--- src/rtl/sma_crossover_regime_signal_top_macros.svh ---
// Assertion macros for the moving average crossover block.
// Included by the top level; depends on nothing else.
`ifndef SMA_CROSSOVER_REGIME_SIGNAL_TOP_MACROS_SVH
`define SMA_CROSSOVER_REGIME_SIGNAL_TOP_MACROS_SVH

// Same-cycle implication, reset masked.
`define SCS_ASSERT_NOW(label, clk, rst_n, ante, cons, msg) \
  label: assert property (@(posedge clk) disable iff (!rst_n) (ante) |-> (cons)) \
    else $error(msg);

// Next-cycle implication, reset masked.
`define SCS_ASSERT_NXT(label, clk, rst_n, ante, cons, msg) \
  label: assert property (@(posedge clk) disable iff (!rst_n) (ante) |=> (cons)) \
    else $error(msg);

`endif

--- src/rtl/scs_pkg.sv ---
// Shared types, constants and helpers for the moving average crossover block.
// Used by scs_div and sma_crossover_regime_signal_top.
`timescale 1ns / 1ps
`default_nettype none
package scs_pkg;

  localparam int HISTORY_DEPTH_DEF = 512;
  localparam int PRICE_WIDTH_DEF   = 32;

  localparam int FIELD_W     = 32;
  localparam int LEN_W       = 9;
  localparam int EXT_W       = 18;
  localparam int TICK_W      = 16;
  localparam int CNT_W       = 10;
  localparam int CNT_MAX     = 1023;
  localparam int CFG_IDX_W   = 3;
  localparam int CFG_DATA_W  = 18;
  localparam int IN_TDATA_W  = 136;
  localparam int OUT_TDATA_W = 168;
  localparam int OUT_PAD_W   = 4;

  // Divider sizing for the default price width.
  localparam int DIV_DVW_DEF = PRICE_WIDTH_DEF + 16;
  localparam int DIV_DSW_DEF = PRICE_WIDTH_DEF;

  localparam int FAST_LO = 2;
  localparam int FAST_HI = 500;
  localparam int SLOW_LO = 3;
  localparam int SLOW_HI = 500;
  localparam int IDX_LO  = 3;
  localparam int IDX_HI  = 500;
  localparam int ROC_LO  = 2;
  localparam int ROC_HI  = 200;

  localparam int ROC_SCALE  = 25600;
  localparam int SCORE_BIAS = 25856;
  localparam int SCORE_ONE  = 256;
  localparam logic [63:0] SCORE_SAT_LIMIT = 64'd2147509504;
  localparam logic [FIELD_W-1:0] SCORE_MIN = 32'h8000_0000;

  localparam logic             RST_ENABLED   = 1'b1;
  localparam logic [LEN_W-1:0] RST_FAST_LEN  = 9'd50;
  localparam logic [LEN_W-1:0] RST_SLOW_LEN  = 9'd200;
  localparam logic [LEN_W-1:0] RST_IDX_LEN   = 9'd200;
  localparam logic [7:0]       RST_ROC_LEN   = 8'd20;
  localparam logic [EXT_W-1:0] RST_MAX_EXT   = 18'd68813;
  localparam logic [TICK_W-1:0] RST_TICK     = 16'd1;
  localparam logic             RST_IDX_EN    = 1'b0;

  typedef enum logic [CFG_IDX_W-1:0] {
    CFG_ENABLED   = 3'd0,
    CFG_FAST_LEN  = 3'd1,
    CFG_SLOW_LEN  = 3'd2,
    CFG_IDX_LEN   = 3'd3,
    CFG_ROC_LEN   = 3'd4,
    CFG_MAX_EXT   = 3'd5,
    CFG_TICK      = 3'd6,
    CFG_IDX_EN    = 3'd7
  } cfg_reg_t;

  typedef enum logic [3:0] {
    ST_IDLE,
    ST_WRITE,
    ST_SCAN,
    ST_DRAIN,
    ST_MUL,
    ST_MULW,
    ST_COMP,
    ST_DIV,
    ST_DIVW,
    ST_RESULT
  } state_t;

  // Products formed on the shared multiplier, in issue order.
  typedef enum logic [2:0] {
    MS_REGIME = 3'd0,
    MS_FPREV  = 3'd1,
    MS_SPREV  = 3'd2,
    MS_FCUR   = 3'd3,
    MS_SCUR   = 3'd4,
    MS_CLOSE  = 3'd5,
    MS_LIMIT  = 3'd6,
    MS_ROC    = 3'd7
  } mul_sel_t;

  typedef enum logic [1:0] {
    DS_FAST  = 2'd0,
    DS_SLOW  = 2'd1,
    DS_SCORE = 2'd2
  } div_sel_t;

  typedef struct packed {
    logic [FIELD_W-1:0] sell_mark;
    logic [FIELD_W-1:0] buy_mark;
    logic [FIELD_W-1:0] score;
    logic [FIELD_W-1:0] slow_average;
    logic [FIELD_W-1:0] fast_average;
    logic               holding;
    logic               sell;
    logic               buy;
    logic               halted;
  } out_word_t;

  function automatic int clamp_len(int v, int lo, int hi, int depth);
    int r;
    r = v;
    if (r < lo) r = lo;
    if (r > hi) r = hi;
    if (r > depth - 1) r = depth - 1;
    return r;
  endfunction

endpackage
`default_nettype wire

--- src/rtl/scs_div.sv ---
// Restoring divider, one quotient bit per cycle.
// Uses scs_pkg for default widths; instantiated by the top level.
`timescale 1ns / 1ps
`default_nettype none
module scs_div #(
  parameter int DVW = scs_pkg::DIV_DVW_DEF,
  parameter int DSW = scs_pkg::DIV_DSW_DEF
) (
  input  wire logic           clk,
  input  wire logic           rst_n,
  input  wire logic           start,
  input  wire logic [DVW-1:0] dividend,
  input  wire logic [DSW-1:0] divisor,
  output logic                done,
  output logic [DVW-1:0]      quotient
);
  import scs_pkg::*;

  localparam int CW = $clog2(DVW + 1);

  logic [DVW-1:0] q_r, q_nxt;
  logic [DSW-1:0] rem_r, rem_nxt;
  logic [DSW-1:0] dsr_r;
  logic [CW-1:0]  cnt_r;
  logic           busy_r, done_r;
  logic [DSW:0]   rem_sh;
  logic [DSW+1:0] diff;
  logic           ge;

  always_comb begin
    rem_sh  = {rem_r, q_r[DVW-1]};
    diff    = (DSW+2)'(rem_sh) - (DSW+2)'(dsr_r);
    ge      = !diff[DSW+1];
    rem_nxt = ge ? diff[DSW-1:0] : rem_sh[DSW-1:0];
    q_nxt   = {q_r[DVW-2:0], ge};
  end

  always_ff @(posedge clk) begin
    if (!rst_n) begin
      busy_r <= 1'b0;
      done_r <= 1'b0;
      cnt_r  <= '0;
    end else begin
      done_r <= 1'b0;
      if (start) begin
        busy_r <= 1'b1;
        cnt_r  <= CW'(DVW);
      end else if (busy_r) begin
        cnt_r <= cnt_r - 1'b1;
        if (cnt_r == CW'(1)) begin
          busy_r <= 1'b0;
          done_r <= 1'b1;
        end
      end
    end
  end

  always_ff @(posedge clk) begin
    if (start) begin
      q_r   <= dividend;
      rem_r <= '0;
      dsr_r <= divisor;
    end else if (busy_r) begin
      q_r   <= q_nxt;
      rem_r <= rem_nxt;
    end
  end

  assign done     = done_r;
  assign quotient = q_r;

endmodule
`default_nettype wire
--- config.mk ---
export PLATFORM = sky130hd
export DESIGN_NAME = scs_div
export DESIGN_NICKNAME = d
export VERILOG_FILES = /design/src/rtl/sma_crossover_regime_signal_top_macros.svh /design/src/rtl/scs_pkg.sv /design/src/rtl/scs_div.sv
export SDC_FILE = /design/constraint.sdc
export NUM_CORES = 1
export LEC_CHECK = 0
export BUFFER_PORTS_ARGS = -buffer_cell sky130_fd_sc_hd__buf_2
export CORE_UTILIZATION = 55
export CTS_BUF_LIST = sky130_fd_sc_hd__clkbuf_16
export CTS_CLUSTER_DIAMETER = 30
export DETAILED_ROUTE_END_ITERATION = 6
export PLACE_DENSITY = 0.8
export SYNTH_ARGS = -nofsm -noshare
export SYNTH_HDL_FRONTEND = slang
export SYNTH_SLANG_ARGS = --single-unit
--- constraint.sdc ---
create_clock -name clk -period 4 [get_ports clk]
set_input_delay 0.4 -clock clk [delete_from_list [all_inputs] [get_ports clk]]
set_output_delay 0.4 -clock clk [all_outputs]
set_load 0.02 [all_outputs]
Word level (Yosys, flattened, before mapping)
Index checks and enable logic that the tools add are counted.

cells by class
  bitwise logic cells = 2
  multiplexer cells = 9
  reduce and logical (&&, ||, !) cells = 4
  add/subtract/negate cells = 2
  equal/unequal tests = 1

operator list
  cell                                                                 count
  48-bit two-way mux                                                   2
  33-bit by 32-bit subtractor with 34-bit output                       1
  32-bit two-way mux                                                   1
  6-bit two-way mux                                                    2
  6-bit by 1-bit == test with 1-bit output (second input constant)     1
  6-bit by 1-bit subtractor with 6-bit output (second input constant)  1
  1-bit two-way mux                                                    4
  3-bit OR reduction                                                   1
  1-bit NOT                                                            2
  2-bit nonzero test                                                   1
  2-bit OR reduction                                                   1
  1-bit logical NOT                                                    1

word-level totals
  flip-flop bits (word level) = 120

Longest topological paths before layout
Gate-level depths: netlist of the first run.

  word-level depth = 4
  gate-level depth with buffers = 13
  gate-level depth less buffers = 12

Worst setup path after synthesis of the first run
Ideal clock, no wire load.

  path kind = reg2reg
  start = reg q_r[47], in the netlist quotient[47]
  end = reg rem_r[30]
  data arrival time = 2911 ps
  path buffers = 0
  required time = 3927 ps
  stages on the path, launching flop included = 13
  period minus slack after synthesis = 2985 ps
  path slack = 1015 ps
  setup time = 73 ps
  path through = edfxtp_1 -> inv_1 -> ha_1 -> inv_1 -> fa_1 -> a21o_1 -> a311o_1 -> nand4_1 -> a21oi_1 -> o21ai_0 -> nor2_1 -> o41a_1 -> nor3_2

between the ends
  word-level cells in the longest chain between the ends = 2

RTL lines
  element                                         line           source
  start, declared                                 scs_div.sv:21  logic [DVW-1:0] q_r, q_nxt;
  start signal, assigned                          scs_div.sv:60  q_r <= dividend;
  start signal, assigned                          scs_div.sv:64  q_r <= q_nxt;
  33-bit by 32-bit subtractor with 34-bit output  scs_div.sv:32  diff = (DSW+2)'(rem_sh) - (DSW+2)'(dsr_r);
  32-bit two-way mux                              scs_div.sv:34  rem_nxt = ge ? diff[DSW-1:0] : rem_sh[DSW-1:0];
  end signal, assigned                            scs_div.sv:65  rem_r <= rem_nxt;
  end, declared                                   scs_div.sv:22  logic [DSW-1:0] rem_r, rem_nxt;

Every way passes these cells.
A chain may end at the register's enable or synchronous reset.

Worst setup path in the final report of the first run
  start = reg dsr_r[13]
  end = reg rem_r[1]

between the ends
  word-level cells in the longest chain between the ends = 2

RTL lines
  element                                         line           source
  start, declared                                 scs_div.sv:23  logic [DSW-1:0] dsr_r;
  start signal, assigned                          scs_div.sv:62  dsr_r <= divisor;
  33-bit by 32-bit subtractor with 34-bit output  scs_div.sv:32
  32-bit two-way mux                              scs_div.sv:34

Every way passes these cells.

==> results of run 1 <==
critical path, delay by kind of cell (launching register included):
family                     cells  cell delay [ns]
DFF                            1             0.32
adders and majority gates      1             0.36
AOI/OAI and AO/OA              3             1.41
buffers and inverters          2             0.38
and+or+nand+nor                4             0.82
report_power, final:
group / leakage (nW) / total [mW] / switching [mW] / internal, mW
sequential: 1.13 / 1.53 / 0.0727 / 1.46
combinational: 2.08 / 0.817 / 0.478 / 0.339
clock: 0.284 / 1.47 / 0.560 / 0.906
total: 3.49 / 3.81 / 1.11 / 2.70
worst max-delay path by stage:
stage	from	endpoint	slack, ns	cells after the start
detailed placement	dsr_r[13]	rem_r[1]	0.62	10
floorplan	quotient[47]	rem_r[30]	1.02	12
global placement	quotient[47]	rem_r[30]	0.77	12
finish	dsr_r[13]	rem_r[1]	0.59	10
global route	quotient[47]	rem_r[30]	0.39	12
CTS	quotient[47]	rem_r[30]	0.62	12
metal layers:
metal	track usage, %	vias to the layer above	wire [µm]	share of wire (%)
met1	30.9	2528	6500	43
met3	7.57	24	1070	7.0
met2	42.5	200	7290	48
li1	-	2563	-	-
met5	0	-	0	0
met4	11.1	0	340	2.2
cell type report:
cell class / instances / area, µm²
well taps: 143 / 179
clock buffers: 17 / 425
clock inverters: 15 / 140
repair buffers: 137 / 703
fillers: 869 / 3650
multi-input cells: 431 / 3100
flip-flops and latches: 120 / 3200
inverters: 44 / 165
cell families after synthesis:
family	after synthesis	share of synthesized area, %
muxes	56	9.41
adders and majority gates	35	6.73
DFF	120	48.4
buffers and inverters	75	4.89
xor gates and xnor gates	25	3.31
AOI/OAI and AO/OA	146	15.2
and+or+nand+nor	169	12.1
cells in the final DEF (no fill, tap or decap), types with 7 or more instances in the layout:
cell type / Yosys / final
buf_2: 4 / 130
edfxtp_1: 80 / 80
nand2_1: 54 / 54
mux2_2: 50 / 50
nor2_1: 50 / 50
inv_1: 44 / 47
a21oi_1: 44 / 44
dfxtp_1: 40 / 39
ha_1: 34 / 34
xnor2_1: 19 / 19
o21ai_0: 18 / 18
clkbuf_16: 0 / 17
nor3_1: 12 / 12
a211oi_1: 12 / 12
a21o_1: 11 / 11
a311oi_1: 11 / 11
and3_1: 10 / 10
nand3_1: 9 / 9
o21a_1: 8 / 8
a31oi_1: 7 / 7
buf_4: 4 / 7
state kept, by name, indices dropped and copies added, names as in the netlist:
name	flops
dsr_r	32
rem_r	32
done	1
busy_r	1
quotient	48
cnt_r	6
==> impl_results.html, run 1 <==
<table>
<tr><th>Metric</th><th>Value</th></tr>
<tr><th colspan="2">Worst setup path</th></tr>
<tr><td>Crit path max-delay cell type</td><td>o21a_1</td></tr>
<tr><td>Nature of the critical path startpoint</td><td>flip-flop</td></tr>
<tr><td>Cell-by-cell trace of the critical path</td><td>inv_1, ha_1, and4_1, and3_1, a221o_1, nor3b_2, o21a_1, buf_4, nand2_1, a311oi_1</td></tr>
<tr><td>Arrival time of the worst setup path</td><td>3.70 ns</td></tr>
<tr><td>Category of the critical setup timing path</td><td>reg2reg</td></tr>
<tr><td>Delay of the slowest cell on the worst path</td><td>0.69 ns</td></tr>
<tr><td>Capture point of the worst reg-to-reg path</td><td>rem_r[1]</td></tr>
<tr><td>Category of the worst setup path capture point</td><td>flip-flop</td></tr>
<tr><td>Worst-case reg-to-reg path depth</td><td>10</td></tr>
<tr><td>Reg-to-reg critical path startpoint</td><td>dsr_r[13]</td></tr>
<tr><td>Maximum fanout encountered on the critical timing path</td><td>22</td></tr>
<tr><td>Slack of the worst reg-to-reg path</td><td>0.59 ns</td></tr>
<tr><td>Worst Path Required</td><td>4.30 ns</td></tr>
<tr><th colspan="2">Routing</th></tr>
<tr><td>Remaining number of nets flagged by the antenna check after routing</td><td>0</td></tr>
<tr><td>Detailed-route wire length</td><td>15,200 µm</td></tr>
<tr><td>Initial detailed-routing violation count</td><td>352</td></tr>
<tr><td>Number of vias after detailed routing</td><td>5,315</td></tr>
<tr><td>Via density per instance</td><td>5.86</td></tr>
<tr><td>Wire length per cell</td><td>16.8 µm</td></tr>
<tr><td>Number of remaining DRC errors</td><td>4</td></tr>
<tr><td>Drt first pass iters</td><td>7</td></tr>
<tr><th colspan="2">Synth</th></tr>
<tr><td>Area share of the leading cell type in the synthesized netlist</td><td>36.3%</td></tr>
<tr><td>Number of flip-flops and latches in the synthesized netlist</td><td>120</td></tr>
<tr><td>Mean post-synth cell area</td><td>10.6 µm²</td></tr>
<tr><td>Syn Std Cell Area</td><td>6620 µm²</td></tr>
<tr><td>Synth area leaders</td><td>edfxtp_1 36%, dfxtp_1 12%, mux2_2 8.5%</td></tr>
<tr><td>Flip-flop cell with the highest count after synthesis</td><td>edfxtp_1</td></tr>
<tr><td>List of most frequent post-synthesis cells</td><td>80 x edfxtp_1, 54 x nand2_1, 50 x mux2_2, 50 x nor2_1</td></tr>
<tr><td>Async S/R FF share, synth</td><td>0%</td></tr>
<tr><td>Net count after synthesis</td><td>744</td></tr>
<tr><td>Number of warning messages in the yosys log</td><td>0</td></tr>
<tr><td>Count of flip-flops with a built-in enable after synthesis</td><td>80</td></tr>
<tr><td>Cell type with the largest total area after synthesis</td><td>edfxtp_1</td></tr>
<tr><td>Proportion of synthesized chip area in sequential cells</td><td>48.4%</td></tr>
<tr><td>Most repeated cell in the gate-level netlist after synthesis</td><td>edfxtp_1</td></tr>
<tr><td>Gate count after technology mapping</td><td>626</td></tr>
<tr><td>Number of distinct library cells after synthesis</td><td>59</td></tr>
<tr><th colspan="2">Cells and area</th></tr>
<tr><td>Area delta synth-&gt;final</td><td>19.5%</td></tr>
<tr><td>Number of inserted diodes</td><td>0</td></tr>
<tr><td>Count of placed standard cells in the final layout, fillers left out</td><td>907</td></tr>
<tr><td>Total Nets Final</td><td>869</td></tr>
<tr><td>Fraction of final layout cells sized beyond drive strength 1</td><td>29.3%</td></tr>
<tr><td>Final design area excluding fillers</td><td>7910 µm²</td></tr>
<tr><td>Final core utilization</td><td>68.4%</td></tr>
<tr><th colspan="2">Timing</th></tr>
<tr><td>Final period utilization</td><td>85.2%</td></tr>
<tr><td>Worst hold slack</td><td>0.153 ns</td></tr>
<tr><td>Min setup slack post-route</td><td>0.593 ns</td></tr>
<tr><td>Post-route setup TNS</td><td>0 ns</td></tr>
<tr><td>Maximum clock frequency</td><td>0.294 GHz</td></tr>
<tr><td>Final Hold Fails</td><td>0</td></tr>
<tr><td>Skew final</td><td>0.0130 ns</td></tr>
<tr><td>Number of max-slew violations in the final report</td><td>0</td></tr>
<tr><td>Setup repair after global routing missed its margin</td><td>no</td></tr>
<tr><td>Slew at the pin closest to its max-slew limit</td><td>1.11 ns</td></tr>
<tr><td>Worst max-slew margin expressed relative to the limit</td><td>26.0%</td></tr>
<tr><td>Period minus WS final</td><td>3.41 ns</td></tr>
<tr><td>Final number of setup-violating endpoints</td><td>0</td></tr>
<tr><th colspan="2">Floorplanning</th></tr>
<tr><td>Starting utilization of the core area</td><td>57.3%</td></tr>
<tr><td>Floorplan die width</td><td>112 µm</td></tr>
<tr><td>Ports</td><td>132</td></tr>
<tr><td>Die Outline Area</td><td>12,500 µm²</td></tr>
<tr><td>Vertical die dimension</td><td>112 µm</td></tr>
<tr><td>Core Box Area</td><td>11,600 µm²</td></tr>
<tr><td>Cell row count</td><td>39</td></tr>
<tr><th colspan="2">Power</th></tr>
<tr><td>Pwr/cell area</td><td>482 nW/µm²</td></tr>
<tr><td>Power after layout</td><td>3.81 mW</td></tr>
<tr><td>Highest ir drop seen on vdd</td><td>0.000301 V</td></tr>
<tr><td>Total leakage power</td><td>3.49 nW</td></tr>
<tr><th colspan="2">Run status</th></tr>
<tr><td>Failing checks</td><td>design-rule violations</td></tr>
<tr><td>Result of the run</td><td>finished, violations left</td></tr>
<tr><th colspan="2">Global route</th></tr>
<tr><td>Via count of the first global-routing pass</td><td>5,239</td></tr>
<tr><td>Number of antenna violations at the first check in global routing</td><td>0</td></tr>
<tr><td>Overflow after GRT</td><td>0</td></tr>
<tr><td>Largest net degree at the start of global routing</td><td>70</td></tr>
<tr><td>Overall fraction of global-route tracks in use</td><td>25.6%</td></tr>
<tr><td>First-pass GRT wire length</td><td>25,100 µm</td></tr>
<tr><th colspan="2">Clock tree</th></tr>
<tr><td>Number of buffers added by the clock tree synthesis step</td><td>17</td></tr>
<tr><td>Root buffer cell</td><td>clkbuf_16</td></tr>
<tr><td>Clock-pin transition on the worst setup and hold timing paths</td><td>0.06 ns</td></tr>
<tr><td>Maximum level of the CTS H-tree</td><td>4</td></tr>
<tr><td>Post-CTS resize count</td><td>0</td></tr>
<tr><td>Clock sink count</td><td>120</td></tr>
<tr><td>Number of post-CTS setup repair buffers</td><td>0</td></tr>
<tr><td>Clock latency on the worst-skew pair</td><td>0.42 ns</td></tr>
<tr><td>Number of hold-repair buffers added at the cts stage</td><td>0</td></tr>
<tr><td>CTS tree</td><td>yes</td></tr>
<tr><td>Maximum buffer depth of the clock tree</td><td>2</td></tr>
<tr><th colspan="2">Run</th></tr>
<tr><td>Number of violations of the max-capacitance limit</td><td>0</td></tr>
<tr><th colspan="2">Hold path</th></tr>
<tr><td>Worst Min Path Start</td><td>divisor[0]</td></tr>
<tr><td>Worst hold-check path type</td><td>in2reg</td></tr>
<tr><td>Endpoint with the worst hold slack</td><td>dsr_r[0]</td></tr>
<tr><td>Worst hold path stage count</td><td>1</td></tr>
<tr><th colspan="2">Placement</th></tr>
<tr><td>RD Place Congestion</td><td>0.865</td></tr>
<tr><td>Worst-case setup slack after placement</td><td>0.618 ns</td></tr>
<tr><td>Placement Cell Area</td><td>7350 µm²</td></tr>
<tr><td>Number of buffer cells added on primary ports</td><td>131</td></tr>
<tr><td>Post-placement cell count</td><td>875</td></tr>
<tr><td>Post-detail-place hpwl</td><td>10,700 µm</td></tr>
</table>
Note: power is estimated with default switching activity, not from simulation.
==> inputs of run 2 (changes only) <==
Settings changed: REMOVE_ABC_BUFFERS from default to 1.
==> run 2 against run 1 <==
Against the previous run:
- the run still ends with design-rule violations left
- core utilization rose by 0.13 points
- die area unchanged
- via count shrank 2.7%
- clock-buffer cell count unchanged
- critical path type unchanged
- largest cell class unchanged
- non-clock buffer count unchanged
- maximum frequency is 4.3% higher
- register-to-register slack gained 0.14 ns
- sequential share of layout area shrank 0.077 points
- critical path depth is the same
==> impl_results.html, run 2 (synthesis gave the netlist of run 1 again) <==
<table>
<tr><th>Metric</th><th>Value</th></tr>
<tr><th colspan="2">Run status</th></tr>
<tr><td>Result of the run</td><td>finished, violations left (unchanged)</td></tr>
<tr><td>Failing checks</td><td>design-rule violations (unchanged)</td></tr>
<tr><th colspan="2">Cells and area</th></tr>
<tr><td>Multi-input logic area</td><td>3100 µm² (unchanged)</td></tr>
<tr><td>Number of inserted diodes</td><td>0 (unchanged)</td></tr>
<tr><td>Fraction of final layout cells sized beyond drive strength 1</td><td>29.6% (was 29.3%)</td></tr>
<tr><td>Leading cell types in the layout, fill and taps excluded</td><td>130 x buf_2, 80 x edfxtp_1, 54 x nand2_1 (unchanged)</td></tr>
<tr><td>Sequential cell area</td><td>3200 µm² (unchanged)</td></tr>
<tr><td>Total Nets Final</td><td>869 (unchanged)</td></tr>
<tr><td>Number of inserted filler cells in the final layout</td><td>837 (was 869)</td></tr>
<tr><td>Area delta synth-&gt;final</td><td>19.7% (was 19.5%)</td></tr>
<tr><td>Leading cell type in the layout, fill and taps excluded</td><td>buf_2 (unchanged)</td></tr>
<tr><td>Max reg flops</td><td>48 (unchanged)</td></tr>
<tr><th colspan="2">Placement</th></tr>
<tr><td>Post-detail-place hpwl</td><td>10,300 µm (was 10,700 µm)</td></tr>
<tr><td>RD Place Congestion</td><td>0.928 (was 0.865)</td></tr>
<tr><td>Number of buffer cells added on primary ports</td><td>131 (unchanged)</td></tr>
<tr><th colspan="2">Worst setup path</th></tr>
<tr><td>Capturing instance or port of the critical path</td><td>rem_r[0] (was rem_r[1])</td></tr>
<tr><td>Reg-to-reg critical path startpoint</td><td>dsr_r[23] (was dsr_r[13])</td></tr>
<tr><td>Worst-case reg-to-reg path depth</td><td>10 (unchanged)</td></tr>
<tr><td>Capture point of the worst reg-to-reg path</td><td>rem_r[0] (was rem_r[1])</td></tr>
<tr><td>Category of the critical setup timing path</td><td>reg2reg (unchanged)</td></tr>
<tr><td>Worst Path Required</td><td>4.32 ns (was 4.30 ns)</td></tr>
<tr><td>CP startpoint</td><td>dsr_r[23] (was dsr_r[13])</td></tr>
<tr><td>Arrival time of the worst setup path</td><td>3.59 ns (was 3.70 ns)</td></tr>
<tr><td>Crit path max-delay cell type</td><td>o21a_1 (unchanged)</td></tr>
<tr><td>Slack of the worst reg-to-reg path</td><td>0.73 ns (was 0.59 ns)</td></tr>
<tr><td>Nature of the critical path startpoint</td><td>flip-flop (unchanged)</td></tr>
<tr><td>Maximum fanout encountered on the critical timing path</td><td>20 (was 22)</td></tr>
<tr><td>Category of the worst setup path capture point</td><td>flip-flop (unchanged)</td></tr>
<tr><td>Delay of the slowest cell on the worst path</td><td>0.55 ns (was 0.69 ns)</td></tr>
<tr><td>Cell-by-cell trace of the critical path</td><td>inv_1, ha_1, and3_1, o21ai_0, o2111a_1, nor3b_2, o21a_1, buf_4, a21oi_1, a211oi_1 (was inv_1, ha_1, and4_1, and3_1, a221o_1, nor3b_2, o21a_1, buf_4, nand2_1, a311oi_1)</td></tr>
<tr><th colspan="2">Run</th></tr>
<tr><td>Number of violations of the max-capacitance limit</td><td>0 (unchanged)</td></tr>
<tr><th colspan="2">Timing</th></tr>
<tr><td>Final number of setup-violating endpoints</td><td>0 (unchanged)</td></tr>
<tr><td>Final period utilization</td><td>81.7% (was 85.2%)</td></tr>
<tr><td>Setup repair after global routing missed its margin</td><td>no (unchanged)</td></tr>
<tr><td>Final Hold Fails</td><td>0 (unchanged)</td></tr>
<tr><td>Slew at the pin closest to its max-slew limit</td><td>1.10 ns (was 1.11 ns)</td></tr>
<tr><td>Number of max-slew violations in the final report</td><td>0 (unchanged)</td></tr>
<tr><td>Worst hold slack</td><td>0.149 ns (was 0.153 ns)</td></tr>
<tr><td>Skew final</td><td>0.0109 ns (was 0.0130 ns)</td></tr>
<tr><td>Post-route setup TNS</td><td>0 ns (unchanged)</td></tr>
<tr><td>Worst max-slew margin expressed relative to the limit</td><td>26.9% (was 26.0%)</td></tr>
<tr><td>Period minus WS final</td><td>3.27 ns (was 3.41 ns)</td></tr>
<tr><td>Maximum clock frequency</td><td>0.306 GHz (was 0.294 GHz)</td></tr>
<tr><th colspan="2">Clock tree</th></tr>
<tr><td>Clock sink count</td><td>120 (unchanged)</td></tr>
<tr><td>Clock latency on the worst-skew pair</td><td>0.43 ns (was 0.42 ns)</td></tr>
<tr><td>CTS tree</td><td>yes (unchanged)</td></tr>
<tr><td>Number of post-CTS setup repair buffers</td><td>0 (unchanged)</td></tr>
<tr><td>Maximum level of the CTS H-tree</td><td>4 (unchanged)</td></tr>
<tr><td>Number of buffers added by the clock tree synthesis step</td><td>17 (unchanged)</td></tr>
<tr><td>Root buffer cell</td><td>clkbuf_16 (unchanged)</td></tr>
<tr><td>Post-CTS resize count</td><td>0 (unchanged)</td></tr>
<tr><td>Maximum buffer depth of the clock tree</td><td>2 (unchanged)</td></tr>
<tr><td>Number of hold-repair buffers added at the cts stage</td><td>0 (unchanged)</td></tr>
<tr><td>Clock-pin transition on the worst setup and hold timing paths</td><td>0.06 ns (about the same)</td></tr>
<tr><th colspan="2">Routing</th></tr>
<tr><td>Drt first pass iters</td><td>7 (unchanged)</td></tr>
<tr><td>Number of remaining DRC errors</td><td>2 (was 4)</td></tr>
<tr><td>Detailed-route wire length</td><td>15,000 µm (was 15,200 µm)</td></tr>
<tr><td>Remaining number of nets flagged by the antenna check after routing</td><td>0 (unchanged)</td></tr>
<tr><td>Number of vias after detailed routing</td><td>5,172 (was 5,315)</td></tr>
<tr><td>Wire length per cell</td><td>16.5 µm (was 16.8 µm)</td></tr>
<tr><td>Initial detailed-routing violation count</td><td>368 (was 352)</td></tr>
<tr><td>Via density per instance</td><td>5.70 (was 5.86)</td></tr>
<tr><th colspan="2">Floorplanning</th></tr>
<tr><td>Starting utilization of the core area</td><td>57.3% (unchanged)</td></tr>
<tr><td>Vertical die dimension</td><td>112 µm (unchanged)</td></tr>
<tr><td>Die Outline Area</td><td>12,500 µm² (unchanged)</td></tr>
<tr><td>Ports</td><td>132 (unchanged)</td></tr>
<tr><td>Core Box Area</td><td>11,600 µm² (unchanged)</td></tr>
<tr><td>Cell row count</td><td>39 (unchanged)</td></tr>
<tr><td>Floorplan die width</td><td>112 µm (unchanged)</td></tr>
<tr><th colspan="2">Global route</th></tr>
<tr><td>Number of antenna violations at the first check in global routing</td><td>0 (unchanged)</td></tr>
<tr><td>Via count of the first global-routing pass</td><td>5,168 (was 5,239)</td></tr>
<tr><td>Largest net degree at the start of global routing</td><td>67 (was 70)</td></tr>
<tr><td>Overflow after GRT</td><td>0 (unchanged)</td></tr>
<tr><td>Overall fraction of global-route tracks in use</td><td>25.5% (was 25.6%)</td></tr>
<tr><td>First-pass GRT wire length</td><td>24,900 µm (was 25,100 µm)</td></tr>
<tr><th colspan="2">Power</th></tr>
<tr><td>Pwr/cell area</td><td>485 nW/µm² (was 482 nW/µm²)</td></tr>
<tr><td>Highest ir drop seen on vdd</td><td>0.000364 V (was 0.000301 V)</td></tr>
<tr><td>Power after layout</td><td>3.84 mW (was 3.81 mW)</td></tr>
<tr><td>Total leakage power</td><td>3.49 nW (about the same)</td></tr>
<tr><th colspan="2">Hold path</th></tr>
<tr><td>Worst hold-check path type</td><td>in2reg (unchanged)</td></tr>
</table>
-- run 2: changes by cell type in the layout (fill, tap and decap cells not counted), sizes merged --
| cell | delta |
|---|---|
| clkinv | +2 |
| clkinvlp | -1 |
| inv | -1 |
-- run 2: metal layers --
metal | up-vias | share of wire, % | GRT usage [%]
met2 | 198 | 49 | 42.4
met3 | 20 | 7.2 | 8.55
li1 | 2561 | - | -
met4 | 0 | 1.6 | 9.46
met5 | - | 0 | 0
met1 | 2393 | 42 | 30.5
-- run 2: critical path, delay by kind of cell (launching register included) --
kind | cells | cell delay, ns
flops | 1 | 0.33
simple gates | 2 | 0.51
fa+ha+maj | 1 | 0.39
buf+inv | 2 | 0.41
compound gates | 5 | 1.52
-- run 2: report_power, final --
group	internal (mW)	switching (mW)	total [mW]	leakage, nW
registers	1.46	0.0662	1.52	1.13
logic	0.339	0.483	0.822	2.08
clock network	0.917	0.581	1.50	0.286
-- run 2: worst min path at each step --
stage | startpoint | endpoint | slack (ns) | cells after the start
2_1_floorplan | rem_r[31] | rem_r[31] | 0.43 | 2
3_3_place_gp | rem_r[31] | rem_r[31] | 0.45 | 2
3_5_place_dp | rem_r[31] | rem_r[31] | 0.46 | 2
4_1_cts | divisor[7] | dsr_r[7] | 0.14 | 1
5_1_grt | divisor[27] | dsr_r[27] | 0.14 | 1
6_report | divisor[27] | dsr_r[27] | 0.15 | 1
-- run 2: area by class of cell --
| class | instances | area share (%) |
|---|---|---|
| clock buffers | 17 | 5.37 |
| well taps | 143 | 2.26 |
| repair buffers | 137 | 8.87 |
| flip-flops and latches | 120 | 40.4 |
| multi-input cells | 431 | 39.0 |
| clock inverters | 15 | 1.96 |
| inverters | 44 | 2.08 |
-- run 2: through the flow --
| stage | area (µm²) | cells | setup WS, ns | utilization [%] |
|---|---|---|---|---|
| global route | 7930 | 907 | 0.509 | 68.5 |
| detailed placement | 7350 | 875 | 0.793 | 63.5 |
| floorplan | 6460 | 595 | 1.01 | - |
| CTS | 7930 | 907 | 0.728 | 68.5 |
| finish | 7930 | 907 | 0.732 | 68.5 |
| global placement | 7350 | 875 | 0.894 | 63.5 |
==> inputs of run 3 (changes only) <==
Settings changed: CORE_UTILIZATION 55 to 50, PLACE_DENSITY 0.8 to 0.76.
Clock period 4 ns to 2.73 ns, I/O delays scaled along.
==> run 3 against run 2 <==
Against the previous run:
- the run ends with negative setup slack left
- global-route usage is 0.96 points lower
- design area is 12% higher
- clock skew is 0.0012 ns lower
- hold slack worse by 0.12 ns
- die area is 9.8% higher
- critical path type unchanged
- largest power group unchanged
==> impl_results.html, run 3 (synthesis gave the netlist of run 1 again) <==
<table>
<tr><th>Metric</th><th>Value</th></tr>
<tr><th colspan="2">Run status</th></tr>
<tr><td>Result of the run</td><td>finished, violations left (unchanged)</td></tr>
<tr><td>Failing checks</td><td>negative setup slack (was design-rule violations)</td></tr>
<tr><th colspan="2">Timing</th></tr>
<tr><td>Worst max-slew margin expressed relative to the limit</td><td>58.3% (was 26.9%)</td></tr>
<tr><td>Setup repair after global routing missed its margin</td><td>yes (was no)</td></tr>
<tr><td>Skew final</td><td>0.00974 ns (was 0.0109 ns)</td></tr>
<tr><td>Slew at the pin closest to its max-slew limit</td><td>0.626 ns (was 1.10 ns)</td></tr>
<tr><td>Final number of setup-violating endpoints</td><td>10 (was 0)</td></tr>
<tr><td>Final Hold Fails</td><td>0 (unchanged)</td></tr>
<tr><td>Post-route setup TNS</td><td>-0.289 ns (was 0 ns)</td></tr>
<tr><td>Maximum clock frequency</td><td>0.355 GHz (was 0.306 GHz)</td></tr>
<tr><td>Final period utilization</td><td>103% (was 81.7%)</td></tr>
<tr><td>Worst hold slack</td><td>0.0272 ns (was 0.149 ns)</td></tr>
<tr><td>Number of max-slew violations in the final report</td><td>0 (unchanged)</td></tr>
<tr><td>Period minus WS final</td><td>2.82 ns (was 3.27 ns)</td></tr>
<tr><td>Min setup slack post-route</td><td>-0.0883 ns (was 0.732 ns)</td></tr>
<tr><th colspan="2">Worst setup path</th></tr>
<tr><td>Worst-case reg-to-reg path depth</td><td>12 (was 10)</td></tr>
<tr><td>Worst Path Required</td><td>3.07 ns (was 4.32 ns)</td></tr>
<tr><td>Nature of the critical path startpoint</td><td>flip-flop (unchanged)</td></tr>
<tr><td>Worst Path Buf+Inv</td><td>2 (unchanged)</td></tr>
<tr><td>Crit-path leading delay family</td><td>compound AO/OA/AOI/OAI gates (unchanged)</td></tr>
<tr><td>Delay of the slowest cell on the worst path</td><td>0.39 ns (was 0.55 ns)</td></tr>
<tr><td>Crit path max-delay cell type</td><td>a311o_1 (was o21a_1)</td></tr>
<tr><td>Arrival time of the worst setup path</td><td>3.16 ns (was 3.59 ns)</td></tr>
<tr><td>Cell-by-cell trace of the critical path</td><td>inv_1, ha_2, inv_2, fa_2, a21o_1, a311o_1, nand4_1, a21boi_1, o211a_1, o21a_1, o31a_1, nor3_2 (was inv_1, ha_1, and3_1, o21ai_0, o2111a_1, nor3b_2, o21a_1, buf_4, a21oi_1, a211oi_1)</td></tr>
<tr><td>Cell depth of the worst setup path</td><td>12 (was 10)</td></tr>
<tr><td>Category of the worst setup path capture point</td><td>flip-flop (unchanged)</td></tr>
<tr><td>Category of the critical setup timing path</td><td>reg2reg (unchanged)</td></tr>
<tr><td>Maximum fanout encountered on the critical timing path</td><td>3 (was 20)</td></tr>
<tr><th colspan="2">Clock tree</th></tr>
<tr><td>Clock sink count</td><td>120 (unchanged)</td></tr>
<tr><td>Clock latency on the worst-skew pair</td><td>0.42 ns (was 0.43 ns)</td></tr>
<tr><td>Number of buffers added by the clock tree synthesis step</td><td>17 (unchanged)</td></tr>
<tr><td>Maximum buffer depth of the clock tree</td><td>2 (unchanged)</td></tr>
<tr><td>Root buffer cell</td><td>clkbuf_16 (unchanged)</td></tr>
<tr><td>Maximum level of the CTS H-tree</td><td>4 (unchanged)</td></tr>
<tr><td>Number of hold-repair buffers added at the cts stage</td><td>0 (unchanged)</td></tr>
<tr><td>CTS tree</td><td>yes (unchanged)</td></tr>
<tr><td>Clock-pin transition on the worst setup and hold timing paths</td><td>0.06 ns (about the same)</td></tr>
<tr><th colspan="2">Floorplanning</th></tr>
<tr><td>Vertical die dimension</td><td>117 µm (was 112 µm)</td></tr>
<tr><td>Floorplan die width</td><td>117 µm (was 112 µm)</td></tr>
<tr><td>Die Outline Area</td><td>13,700 µm² (was 12,500 µm²)</td></tr>
<tr><td>Starting utilization of the core area</td><td>51.8% (was 57.3%)</td></tr>
<tr><td>Core Box Area</td><td>12,800 µm² (was 11,600 µm²)</td></tr>
<tr><td>Ports</td><td>132 (unchanged)</td></tr>
<tr><td>Cell row count</td><td>41 (was 39)</td></tr>
<tr><th colspan="2">Global route</th></tr>
<tr><td>Largest net degree at the start of global routing</td><td>53 (was 67)</td></tr>
<tr><td>Via count of the first global-routing pass</td><td>5,537 (was 5,168)</td></tr>
<tr><td>Number of antenna violations at the first check in global routing</td><td>0 (unchanged)</td></tr>
<tr><td>Overall fraction of global-route tracks in use</td><td>24.5% (was 25.5%)</td></tr>
<tr><td>First-pass GRT wire length</td><td>25,700 µm (was 24,900 µm)</td></tr>
<tr><td>Overflow after GRT</td><td>0 (unchanged)</td></tr>
<tr><th colspan="2">Cells and area</th></tr>
<tr><td>Count of placed standard cells in the final layout, fillers left out</td><td>993 (was 907)</td></tr>
<tr><td>Number of inserted diodes</td><td>0 (unchanged)</td></tr>
<tr><td>Leading cell type in the layout, fill and taps excluded</td><td>buf_2 (unchanged)</td></tr>
<tr><td>Total Nets Final</td><td>926 (was 869)</td></tr>
<tr><td>Max reg flops</td><td>48 (unchanged)</td></tr>
<tr><td>Area delta synth-&gt;final</td><td>34.5% (was 19.7%)</td></tr>
<tr><td>Fraction of final layout cells sized beyond drive strength 1</td><td>42.3% (was 29.6%)</td></tr>
<tr><td>Leading cell types in the layout, fill and taps excluded</td><td>130 x buf_2, 80 x edfxtp_1, 49 x nand2_1 (was 130 x buf_2, 80 x edfxtp_1, 54 x nand2_1)</td></tr>
<tr><th colspan="2">Placement</th></tr>
<tr><td>Post-placement cell count</td><td>943 (was 875)</td></tr>
<tr><td>Number of buffer cells added on primary ports</td><td>131 (unchanged)</td></tr>
<tr><td>Post-detail-place hpwl</td><td>11,300 µm (was 10,300 µm)</td></tr>
<tr><td>Worst-case setup slack after placement</td><td>-0.204 ns (was 0.793 ns)</td></tr>
<tr><td>RD Place Congestion</td><td>0.884 (was 0.928)</td></tr>
<tr><th colspan="2">Routing</th></tr>
<tr><td>Detailed-route wire length</td><td>17,500 µm (was 15,000 µm)</td></tr>
<tr><td>Number of vias after detailed routing</td><td>5,709 (was 5,172)</td></tr>
<tr><td>Remaining number of nets flagged by the antenna check after routing</td><td>0 (unchanged)</td></tr>
<tr><td>Initial detailed-routing violation count</td><td>416 (was 368)</td></tr>
<tr><td>Detail Route met3 WL</td><td>1210 µm (was 1070 µm)</td></tr>
<tr><td>Wire length on met1</td><td>7150 µm (was 6350 µm)</td></tr>
<tr><td>Drt first pass iters</td><td>7 (unchanged)</td></tr>
<tr><td>Via density per instance</td><td>5.75 (was 5.70)</td></tr>
<tr><td>Wire length on met2</td><td>8600 µm (was 7310 µm)</td></tr>
<tr><td>Number of remaining DRC errors</td><td>0 (was 2)</td></tr>
<tr><td>Wire length per cell</td><td>17.6 µm (was 16.5 µm)</td></tr>
<tr><td>Top Layer Used</td><td>met4 (unchanged)</td></tr>
<tr><th colspan="2">Hold path</th></tr>
<tr><td>Worst hold path stage count</td><td>1 (unchanged)</td></tr>
<tr><td>Worst hold-check path type</td><td>in2reg (unchanged)</td></tr>
<tr><th colspan="2">Power</th></tr>
<tr><td>Power after layout</td><td>6.11 mW (was 3.84 mW)</td></tr>
<tr><td>Pwr/cell area</td><td>686 nW/µm² (was 485 nW/µm²)</td></tr>
<tr><td>Highest ir drop seen on vdd</td><td>0.000453 V (was 0.000364 V)</td></tr>
<tr><td>Total leakage power</td><td>3.86 nW (was 3.49 nW)</td></tr>
<tr><th colspan="2">Run</th></tr>
<tr><td>Number of violations of the max-capacitance limit</td><td>0 (unchanged)</td></tr>
</table>
==> run 3: timing repair <==
action,CTS,global route
setup buffers,1,12
setup endpoints to repair,27,32
pin swaps,7,33
cloned,0,5
resized for setup,12,89
==> run 3: area by class of cell <==
| cell class | count | area (µm²) |
|---|---|---|
| Clock inverter | 15 | 164 |
| Timing Repair Buffer | 193 | 1250 |
| Multi-Input combinational cell | 432 | 3480 |
| Sequential cell | 120 | 3200 |
| Clock buffer | 17 | 425 |
| Fill cell | 887 | 3870 |
| Tap cell | 172 | 215 |
| Inverter | 44 | 165 |
==> run 3: final timing paths <==
check,start,to,slack (ns)
min,divisor[4],dsr_r[4],0.03
min reg2reg,rem_r[31],rem_r[31],0.47
max reg2reg,quotient[47],rem_r[16],-0.09
max,quotient[47],rem_r[16],-0.09
==> run 3: layer usage <==
metal | global-route usage, % | vias up
met2 | 40.5 | 244
met5 | 0 | -
met4 | 10.3 | 0
li1 | - | 2693
met3 | 7.62 | 45
met1 | 29.7 | 2727
==> run 3: power by group <==
part           internal (mW)  switching [mW]  leakage (nW)  total [mW]
logic                  0.758           0.874          2.44        1.63
clock network           1.42           0.816         0.286        2.24
registers               2.13           0.108          1.13        2.24
==> run 3: metrics by stage <==
step	area (µm²)	utilization [%]
3_3_place_gp	7710	60.4
2_1_floorplan	6460	-
3_5_place_dp	7710	60.4
6_report	8910	69.7
4_1_cts	8360	65.5
5_1_grt	8910	69.7
